### src/hdl/rsi_pkg.sv
// Shared types and constants for the RSI threshold trade signal block.
`default_nettype none
package rsi_pkg;

    localparam int unsigned TICKER_W  = 6;
    localparam int unsigned PRICE_W   = 32;
    localparam int unsigned COUNT_W   = 32;
    localparam int unsigned MEAN_W    = 48;
    localparam int unsigned THR_W     = 14;
    localparam int unsigned WARM_W    = 8;
    localparam int unsigned ACT_W     = 2;
    localparam int unsigned CFG_IDX_W = 2;
    localparam int unsigned CFG_W     = 32;

    typedef enum logic [CFG_IDX_W-1:0] {
        CFG_WARMUP = 2'd0,
        CFG_UPPER  = 2'd1,
        CFG_LOWER  = 2'd2,
        CFG_BET    = 2'd3
    } t_cfg_idx;

    localparam logic [ACT_W-1:0] ACT_NONE = 2'd0;
    localparam logic [ACT_W-1:0] ACT_BUY  = 2'd1;
    localparam logic [ACT_W-1:0] ACT_SELL = 2'd2;

    // 0.1 price units in Q.16
    localparam logic [MEAN_W-1:0] FALL_EPS = 48'd6554;
    localparam logic [THR_W-1:0]  RSI_FULL = 14'd10000;

    typedef struct packed {
        logic [WARM_W-1:0]  warmup;
        logic [THR_W-1:0]   upper;
        logic [THR_W-1:0]   lower;
        logic [PRICE_W-1:0] bet;
    } t_cfg;

    typedef struct packed {
        logic [TICKER_W-1:0] ticker;
        logic [PRICE_W-1:0]  price;
        logic [PRICE_W-1:0]  shares;
        logic                ign;
    } t_item;

    typedef struct packed {
        logic [COUNT_W-1:0] cnt;
        logic [PRICE_W-1:0] prev;
        logic [MEAN_W-1:0]  rise;
        logic [MEAN_W-1:0]  fall;
        logic               buy;
        logic               sell;
    } t_entry;

    typedef struct packed {
        logic [TICKER_W-1:0] ticker;
        logic [ACT_W-1:0]    action;
        logic [PRICE_W-1:0]  amount;
    } t_result;

    localparam int unsigned ENTRY_W = $bits(t_entry);

endpackage
`default_nettype wire

### src/hdl/rsi_front.sv
// Front end: accepts quotes, flags the ones to ignore, holds them in a two-entry queue.
`default_nettype none
module rsi_front #(
    parameter int unsigned TICKERS = 64
) (
    input  wire logic                          i_clk,
    input  wire logic                          i_rst_n,
    input  wire logic                          i_push,
    input  wire logic [rsi_pkg::TICKER_W-1:0]  i_ticker_index,
    input  wire logic [rsi_pkg::PRICE_W-1:0]   i_close_price,
    input  wire logic [rsi_pkg::PRICE_W-1:0]   i_shares_held,
    output logic                               o_full,
    output logic                               o_valid,
    output rsi_pkg::t_item                     o_item,
    input  wire logic                          i_pop
);
    rsi_pkg::t_item r_q [2];
    logic       r_wp;
    logic       r_rp;
    logic [1:0] r_cnt;
    logic       w_push;
    logic       w_pop;
    rsi_pkg::t_item w_new;

    always_comb begin
        w_new.ticker = i_ticker_index;
        w_new.price  = i_close_price;
        w_new.shares = i_shares_held;
        w_new.ign    = (i_close_price == '0) || (32'(i_ticker_index) >= TICKERS);
    end

    assign o_full  = (r_cnt == 2'd2);
    assign o_valid = (r_cnt != 2'd0);
    assign o_item  = r_q[r_rp];
    assign w_push  = i_push && !o_full;
    assign w_pop   = i_pop && o_valid;

    always_ff @(posedge i_clk) begin
        if (!i_rst_n) begin
            r_wp  <= 1'b0;
            r_rp  <= 1'b0;
            r_cnt <= '0;
        end else begin
            if (w_push) r_wp <= !r_wp;
            if (w_pop)  r_rp <= !r_rp;
            r_cnt <= r_cnt + {1'b0, w_push} - {1'b0, w_pop};
        end
    end

    always_ff @(posedge i_clk) begin
        if (w_push) begin
            r_q[r_wp] <= w_new;
        end
    end
endmodule
`default_nettype wire

### config.mk
export PLATFORM = sky130hd
export DESIGN_NAME = rsi_front
export DESIGN_NICKNAME = d
export VERILOG_FILES = /design/src/hdl/rsi_pkg.sv /design/src/hdl/rsi_front.sv
export SDC_FILE = /design/constraint.sdc
export NUM_CORES = 1
export LEC_CHECK = 0
export BUFFER_PORTS_ARGS = -buffer_cell sky130_fd_sc_hd__buf_2
export CORE_MARGIN = 2
export CORE_UTILIZATION = 47
export CTS_CLUSTER_DIAMETER = 50
export DETAILED_ROUTE_END_ITERATION = 10
export PLACE_DENSITY = 0.76
export SYNTH_ARGS = -nofsm -noshare
export SYNTH_HDL_FRONTEND = slang
export SYNTH_SLANG_ARGS = --single-unit
### constraint.sdc
create_clock -name i_clk -period 2.69 [get_ports i_clk]
set_clock_uncertainty 0.2 [all_clocks]
set_input_delay 0.1345 -clock i_clk [delete_from_list [all_inputs] [get_ports i_clk]]
set_output_delay 0.1345 -clock i_clk [all_outputs]
set_load 0.02 [all_outputs]
* After elaboration in Yosys (flattened, before gate mapping)
Memories as Yosys holds them, arrays and structs flattened. A register that Yosys moved wholly into a read port is not among the register bits.
Index checks and enable logic that the tools add are counted.
** Storage, ports and cells
- Flip-flop bits (word level) :: 4
- Memory bits (writable) :: 142
- Bits of input ports :: 74
- Output and inout port bits :: 73
- Logic and storage cells :: 18
- Memories :: 1
** Operators by class
- Add/subtract/negate cells :: 2
- Equal/unequal tests :: 1
- Mux-type cells :: 4
- Reductions and logical operators :: 7
** Memories
- r_q :: depth 2, bits a word 71, read ports 1, clocked after Yosys merged registers in 1, write ports 1, RTL line rsi_front.sv:17 : rsi_pkg::t_item r_q [2];
** Operators with widths (count)
- logical NOT 32 bit :: 1
- 2-to-1 mux 1 bit :: 4
- logical NOT 1 bit :: 3
- adder 2 x 1 -> 2 bit :: 1
- == test 2 bit (second input constant) :: 1
- logical AND 1 bit :: 2
- nonzero test 2 bit :: 1
- subtractor 2 x 1 -> 2 bit :: 1

* Longest topological paths before layout
Gate-level depths: netlist of run 1.
- Depth after elaboration :: 5
- Mapped depth :: 8
- Mapped depth without buffers :: 8

* Worst setup path before layout of run 1
Ideal clock, no wire load.
- Kind :: register to register
- Start :: register r_cnt[0]
- End :: memory r_q[0][0] (netlist bit), enable pin
- Library setup time :: 0.425 ns
- Arrival :: 2.264 ns
- Required time :: 2.065 ns
- Setup slack :: -0.199 ns
- Cell stages (with the launch flop) :: 5
- Buffers on the path :: 0
- Period minus slack after synthesis :: 2.889 ns
- Cell sequence :: dfxtp_1 > nand2b_2 > inv_2 > or3_1 > inv_1
** Between the ends
- Cells in the longest elaborated chain, start to end :: 5
** RTL lines
- start: declaration :: RTL line rsi_front.sv:20 : logic [1:0] r_cnt;
- start signal: assignment :: RTL line rsi_front.sv:46 : r_cnt <= r_cnt + {1'b0, w_push} - {1'b0, w_pop};
- == test 2 bit :: RTL line rsi_front.sv:32 : assign o_full = (r_cnt == 2'd2);
- net o_full :: RTL line rsi_front.sv:12 : output logic o_full,
- logical NOT 1 bit :: RTL line rsi_front.sv:35 : assign w_push = i_push && !o_full;
- logical AND 1 bit :: RTL line rsi_front.sv:35
- 2-to-1 mux 1 bit :: RTL line rsi_front.sv:51 : if (w_push) begin
- 2-to-1 mux 1 bit (not written as such) :: RTL line rsi_front.sv:52 : r_q[r_wp] <= w_new;
- end: declaration :: RTL line rsi_front.sv:17
The timed path passes the listed nets, and every way through them passes these cells.

==> results of run 1 <==
==> how the worst max path moves through the flow <==
stage	end	slack [ns]	cells after the start
after floorplan	r_q[0][0]	0.29	4
after detailed placement	r_q[0][25]	0.72	5
final	o_item[61]	0.57	3
after global routing	o_item[44]	0.48	3
after global placement	r_q[0][11]	0.78	5
after CTS	o_item[64]	0.53	3
==> report_power, final <==
| part | internal [W] | switching [W] |
|---|---|---|
| clock | 0.00175 | 0.000906 |
| combinational | 0.000751 | 0.000980 |
| sequential | 0.00284 | 0.000103 |
==> cells by family (layout without fill, tap and decap cells) <==
group | Yosys count | in the layout
fa+ha+maj | 2 | 2
compound gates | 3 | 3
mux | 71 | 71
xor+xnor | 3 | 3
flops | 147 | 147
buf+inv | 13 | 261
simple gates | 20 | 20
==> critical path, cell delays in order (launching register included) <==
cell and delay (ns):
dfxtp_4 0.51, buf_4 0.33, mux2_2 0.37, buf_2 0.16
==> layer usage <==
metal	wire length (µm)	GRT usage, %	vias up
li1	-	-	1506
met1	4295	20.83	1527
met2	5554	30.49	102
met3	617	5.850	10
met4	93	5.432	0
met5	0	0	-
==> state kept, by name, indices dropped and copies added (netlist names), named ones only <==
| name | flops |
|---|---|
| r_q | 142 |
| r_cnt | 2 |
| r_rp | 1 |
| r_wp | 1 |
==> cell usage in the layout (no fill, tap or decap), types with 2 or more instances in the layout <==
cell type      instances
nor2_1                 4
dfxtp_1                4
clkinvlp_4             2
buf_4                  2
edfxtp_1             142
bufinv_16              6
inv_1                  3
nand4_1                2
clkinv_4               4
inv_6                  3
clkbuf_16             17
buf_2                146
dlygate4sd3_1         73
buf_12                 3
xnor2_1                2
nor4_1                 8
ha_1                   2
mux2_2                71
==> area by class of cell <==
type	count	share of cell area, %
inverter	5	0.2897
sequential	147	56.19
tap	143	2.302
clock inverter	15	3.267
multi-input combinational	99	12.72
timing repair buffer	224	19.76
clock buffer	17	5.472
==> through the flow <==
step,setup slack [ns],hold WS [ns],total power [W],cell area [µm²]
floorplan,0.2949,0.03337,0.004105,5416
global placement,0.7844,0.1235,0.004625,6364
detailed placement,0.7248,0.1261,0.004658,6364
CTS,0.5263,0.2264,0.007412,7774
global route,0.4772,0.2305,0.007637,7774
finish,0.5668,0.2473,0.007336,7774
==> flow_metrics.py, run 1 <==
metrics = {
    "run_status": {
        "outcome": "finished, final reports clean",
    },
    "timing": {
        "max_slew_margin_pct": 74.32,
        "setup_tns_ns": 0,
        "finalCritPeriodShare_pct": 78.93,
        "fin_crit_ns": 2.123,
        "max_freq_ghz": 0.4710,
        "rsz0062_at_grt": "false",
        "tightest_slew_ns": 0.3817,
        "setup_viol": 0,
        "finalHoldViolCount": 0,
        "drv_slew": 0,
    },
    "clock_network": {
        "post_cts_resized": 0,
        "cts_made_buffers": 17,
        "clock-root-buffer": "clkbuf_16",
        "cts_setup_buffers": 0,
        "clk_pin_slew_worst_paths_ns": 0.06,
        "cts_tree": "yes",
        "ctsHoldBuffers": 73,
        "cts.htree.levels": 4,
        "clkSinkCount": 147,
        "cts_max_path_buffers": 2,
        "insertion_delay_ns": 0.40,
    },
    "yosys": {
        "seq_area_frac_synth_pct": 80.63,
        "async_flop_share_pct": 0,
        "yosys-top-cells-count": "edfxtp_1, mux2_2, nor4_1",
        "synth_largest_area_cell": "edfxtp_1",
        "synth.distinct_cells": 22,
        "synth_most_common_cell": "edfxtp_1",
        "synth_xor_xnor_area_share_pct": 0.4854,
        "synth_compound_area_share_pct": 0.3236,
        "ys_seq_elements": 147,
        "synthMuxAreaShare_pct": 14.77,
        "synth.avg_cell_area_um2": 20.90,
        "synth_edf_count": 142,
        "synthTopCellsByArea": "edfxtp_1, mux2_2, dfxtp_1",
        "synth-simple-area-share_pct": 2.150,
        "synth_nets": 335,
        "synth_top_family_by_area": "multiplexers",
        "synth_top_cell_area_share_pct": 78.78,
        "synthCells": 259,
        "ys.flop_type": "edfxtp_1",
        "synth_warnings": 0,
        "synthAdderAreaFrac_pct": 0.4623,
        "synth_area_um2": 5413,
    },
    "worst_setup_path": {
        "required_ns": 2.36,
        "r2r-start": "r_cnt[0]",
        "reg2regPathDepth": 5,
        "r2r_slack_ns": 0.74,
        "crit_fanout": 19,
        "end_kind": "output port",
        "start_kind": "flip-flop",
        "critPathKind": "flip-flop to output port",
        "arrival_ns": 1.79,
        "worst_r2r_endpoint": "r_q[0][29]",
    },
    "layout": {
        "antenna_cells": 0,
        "fin_nets": 570,
        "utilization_pct": 68.67,
        "multiInputGateArea_um2": 988.4,
        "regArea_um2": 4368,
        "fin_cells": 650,
        "area_delta_synth_final_pct": 43.62,
        "fillCellCount": 738,
        "drive_above_1_share_pct": 51.28,
    },
    "hold_path": {
        "hold_depth": 2,
        "hold_path_class": "input port to flip-flop",
        "worstHoldEndpoint": "r_q[0][27]",
        "min_from": "i_shares_held[26]",
    },
    "placed_design": {
        "place_inst": 545,
        "gp_congestion": 0.7402,
        "hpwlAfterDp_mm": 6.316,
        "port_buffers": 146,
    },
    "detailed_routing": {
        "drc": 0,
        "first_pass_iters": 4,
        "wirelength_mm": 10.56,
        "antenna_left": 0,
        "vias": 3145,
        "wl_per_cell_um": 16.25,
        "dr.first_iter.drc_count": 196,
        "avgViaCountPerCell": 4.838,
    },
    "global_route": {
        "grt_usage_pct": 17.55,
        "grt_pass1_vias": 3331,
        "antenna_found_initial": 0,
        "grt_pass1_wl_mm": 16.66,
        "grt_start_max_net_pins": 48,
        "gr-total-overflow": 0,
    },
    "pwr": {
        "power_per_cell_area_nw_per_um2": 943.7,
        "vdd_drop_max_uv": 513.9,
        "p_leak_nw": 2.959,
    },
    "run": {
        "max_cap_viol_count": 0,
    },
    "floorplanning": {
        "ios": 147,
        "die_h_um": 111.3,
        "core-area_um2": 11320,
        "initial_core_util_pct": 47.81,
        "rows": 39,
        "die-area_um2": 12390,
        "fp.dieW_um": 111.3,
    },
}
Power figures use the tool's default switching activity.
==> inputs of run 2 (changes only) <==
- clock period: 2.69 -> 1.7 ns (I/O delays scaled with it)
==> run 2 against run 1 <==
  * The run now ends with negative setup slack left
  * Hold slack got worse by 0.050 ns
  * Global-route usage is 2.9 points higher
  * Via count increased by 6.9%
  * Register-to-register slack worse by 0.91 ns
  * Flip-flop and latch count stayed put
  * Clock-buffer cell count grew 1
  * Combinational power increased by 140%
  * Critical path depth grew 1
  * Die area did not move
  * Critical path type unchanged
  * First-iteration DRC count fell by 18%
  * Core utilization rose by 6.4 points
==> flow_metrics.py, run 2 (synthesis gave the netlist of run 1 again) <==
metrics = {
    "pwr": {
        "power_per_cell_area_nw_per_um2": 1463,
        "p_leak_nw": 3.268,
        "vdd_drop_max_uv": 783.9,
    },
    "placed_design": {
        "place_inst": 551,
        "placed_cell_area_um2": 6486,
        "hpwlAfterDp_mm": 6.603,
        "gp_congestion": 0.7478,
        "port_buffers": 146,
    },
    "detailed_routing": {
        "antenna_left": 0,
        "vias": 3363,
        "avgViaCountPerCell": 4.946,
        "wirelength_mm": 12.97,
        "dr.first_iter.drc_count": 160,
        "first_pass_iters": 4,
        "drc": 0,
        "wl_per_cell_um": 19.07,
    },
    "run": {
        "max_cap_viol_count": 0,
    },
    "worst_setup_path": {
        "start_kind": "flip-flop",
        "arrival_ns": 1.59,
        "crit_fanout": 9,
        "critPathKind": "flip-flop to output port",
        "required_ns": 1.41,
        "r2r_slack_ns": -0.17,
        "r2r-start": "r_cnt[0]",
        "end_kind": "output port",
    },
    "timing": {
        "drv_slew": 0,
        "max_freq_ghz": 0.5323,
        "finalCritPeriodShare_pct": 110.5,
        "setup_viol": 143,
        "rsz0062_at_grt": "true",
        "layout_setup_ws_ns": -0.1788,
        "tightest_slew_ns": 0.3692,
        "max_slew_margin_pct": 75.16,
        "fin_crit_ns": 1.879,
        "finalHoldViolCount": 0,
    },
    "global_route": {
        "grt_pass1_vias": 3712,
        "grt_usage_pct": 20.48,
        "grt_start_max_net_pins": 37,
        "gr-total-overflow": 0,
        "antenna_found_initial": 0,
        "grt_pass1_wl_mm": 19.02,
    },
    "floorplanning": {
        "initial_core_util_pct": 47.81,
        "ios": 147,
        "die-area_um2": 12390,
        "die_h_um": 111.3,
        "core-area_um2": 11320,
        "rows": 39,
        "fp.dieW_um": 111.3,
    },
    "layout": {
        "fin_cells": 680,
        "fin_nets": 600,
        "top_register": "r_q",
        "antenna_cells": 0,
        "area_delta_synth_final_pct": 57.05,
        "largest_reg_flops": 142,
        "drive_above_1_share_pct": 54.93,
        "fin_area_um2": 8501,
        "mostFrequentLayoutCells": "edfxtp_1, buf_2, dlygate4sd3_1",
        "reg_top3": "r_q: 142 flops, r_cnt: 2 flops",
        "final_common_cell": "edfxtp_1",
    },
    "clock_network": {
        "cts_tree": "yes",
        "clock-root-buffer": "clkbuf_16",
        "cts_made_buffers": 17,
        "cts.htree.levels": 4,
        "cts_max_path_buffers": 2,
        "clk_pin_slew_worst_paths_ns": 0.06,
        "clkSinkCount": 147,
        "insertion_delay_ns": 0.41,
    },
    "run_status": {
        "outcome": "finished with violations",
        "violations": "negative setup slack",
    },
    "hold_path": {
        "hold_path_class": "input port to flip-flop",
        "min_from": "i_ticker_index[0]",
    },
}
-- run 2: final timing paths --
| check | endpoint | cells after the start |
|---|---|---|
| max | o_item[29] | 4 |
| min | r_q[0][65] | 2 |
| max reg2reg | r_q[0][36] | 7 |
| min reg2reg | flip-flop | 2 |
-- run 2: layer usage --
| metal | share of wire [%] | GRT usage [%] | vias to the layer above |
|---|---|---|---|
| met4 | 1.9 | 7.737 | 0 |
| met2 | 53 | 37.48 | 136 |
| met1 | 39 | 22.30 | 1642 |
| met5 | 0 | 0 | - |
| met3 | 5.9 | 6.288 | 23 |
| li1 | - | - | 1562 |
-- run 2: critical path, stage by stage, from the launching register on --
cell and delay [ns]:
dfxtp_4 0.37, buf_12 0.14, clkbuf_16 0.17, mux2_2 0.34, buf_2 0.16
-- run 2: per-stage QoR --
stage / setup TNS (ns) / hold WS, ns / setup slack, ns / utilization, % / total power, W
6_report: -17.05 / 0.1975 / -0.1788 / 75.09 / 0.01244
5_1_grt: -22.71 / 0.1931 / -0.2259 / 75.09 / 0.01292
4_1_cts: -15.83 / 0.1764 / -0.1574 / 72.35 / 0.01191
3_5_place_dp: -3.855 / 0.07806 / -0.06072 / 57.29 / 0.007535
3_3_place_gp: -2.025 / 0.07420 / -0.03924 / 57.29 / 0.007478
2_1_floorplan: -64.49 / -0.01613 / -0.5734 / - / 0.006522
-- run 2: power breakdown --
part	switching (W)	internal [W]	total, W
Clock	0.00141	0.00230	0.00371
Sequential	0.000136	0.00451	0.00464
Combinational	0.00197	0.00212	0.00409
Total	0.00352	0.00892	0.0124
-- run 2: timing repair --
action / CTS / global route
hold buffers: 74 / 0
cloned: 7 / 5
endpoints found under the setup margin: 143 / 145
hold endpoints to repair: 151 / 0
setup buffers: 11 / 7
resized for setup: 21 / 70
pin swaps: 1 / 5
-- run 2: final cells by class --
class,instances,area (µm²)
clock buffers,18,429.2
fillers,655,2820
well taps,143,178.9
repair buffers,254,2222
clock inverters,14,163.9
inverters,5,25.02
multi-input cells,99,1109
flip-flops and latches,147,4373
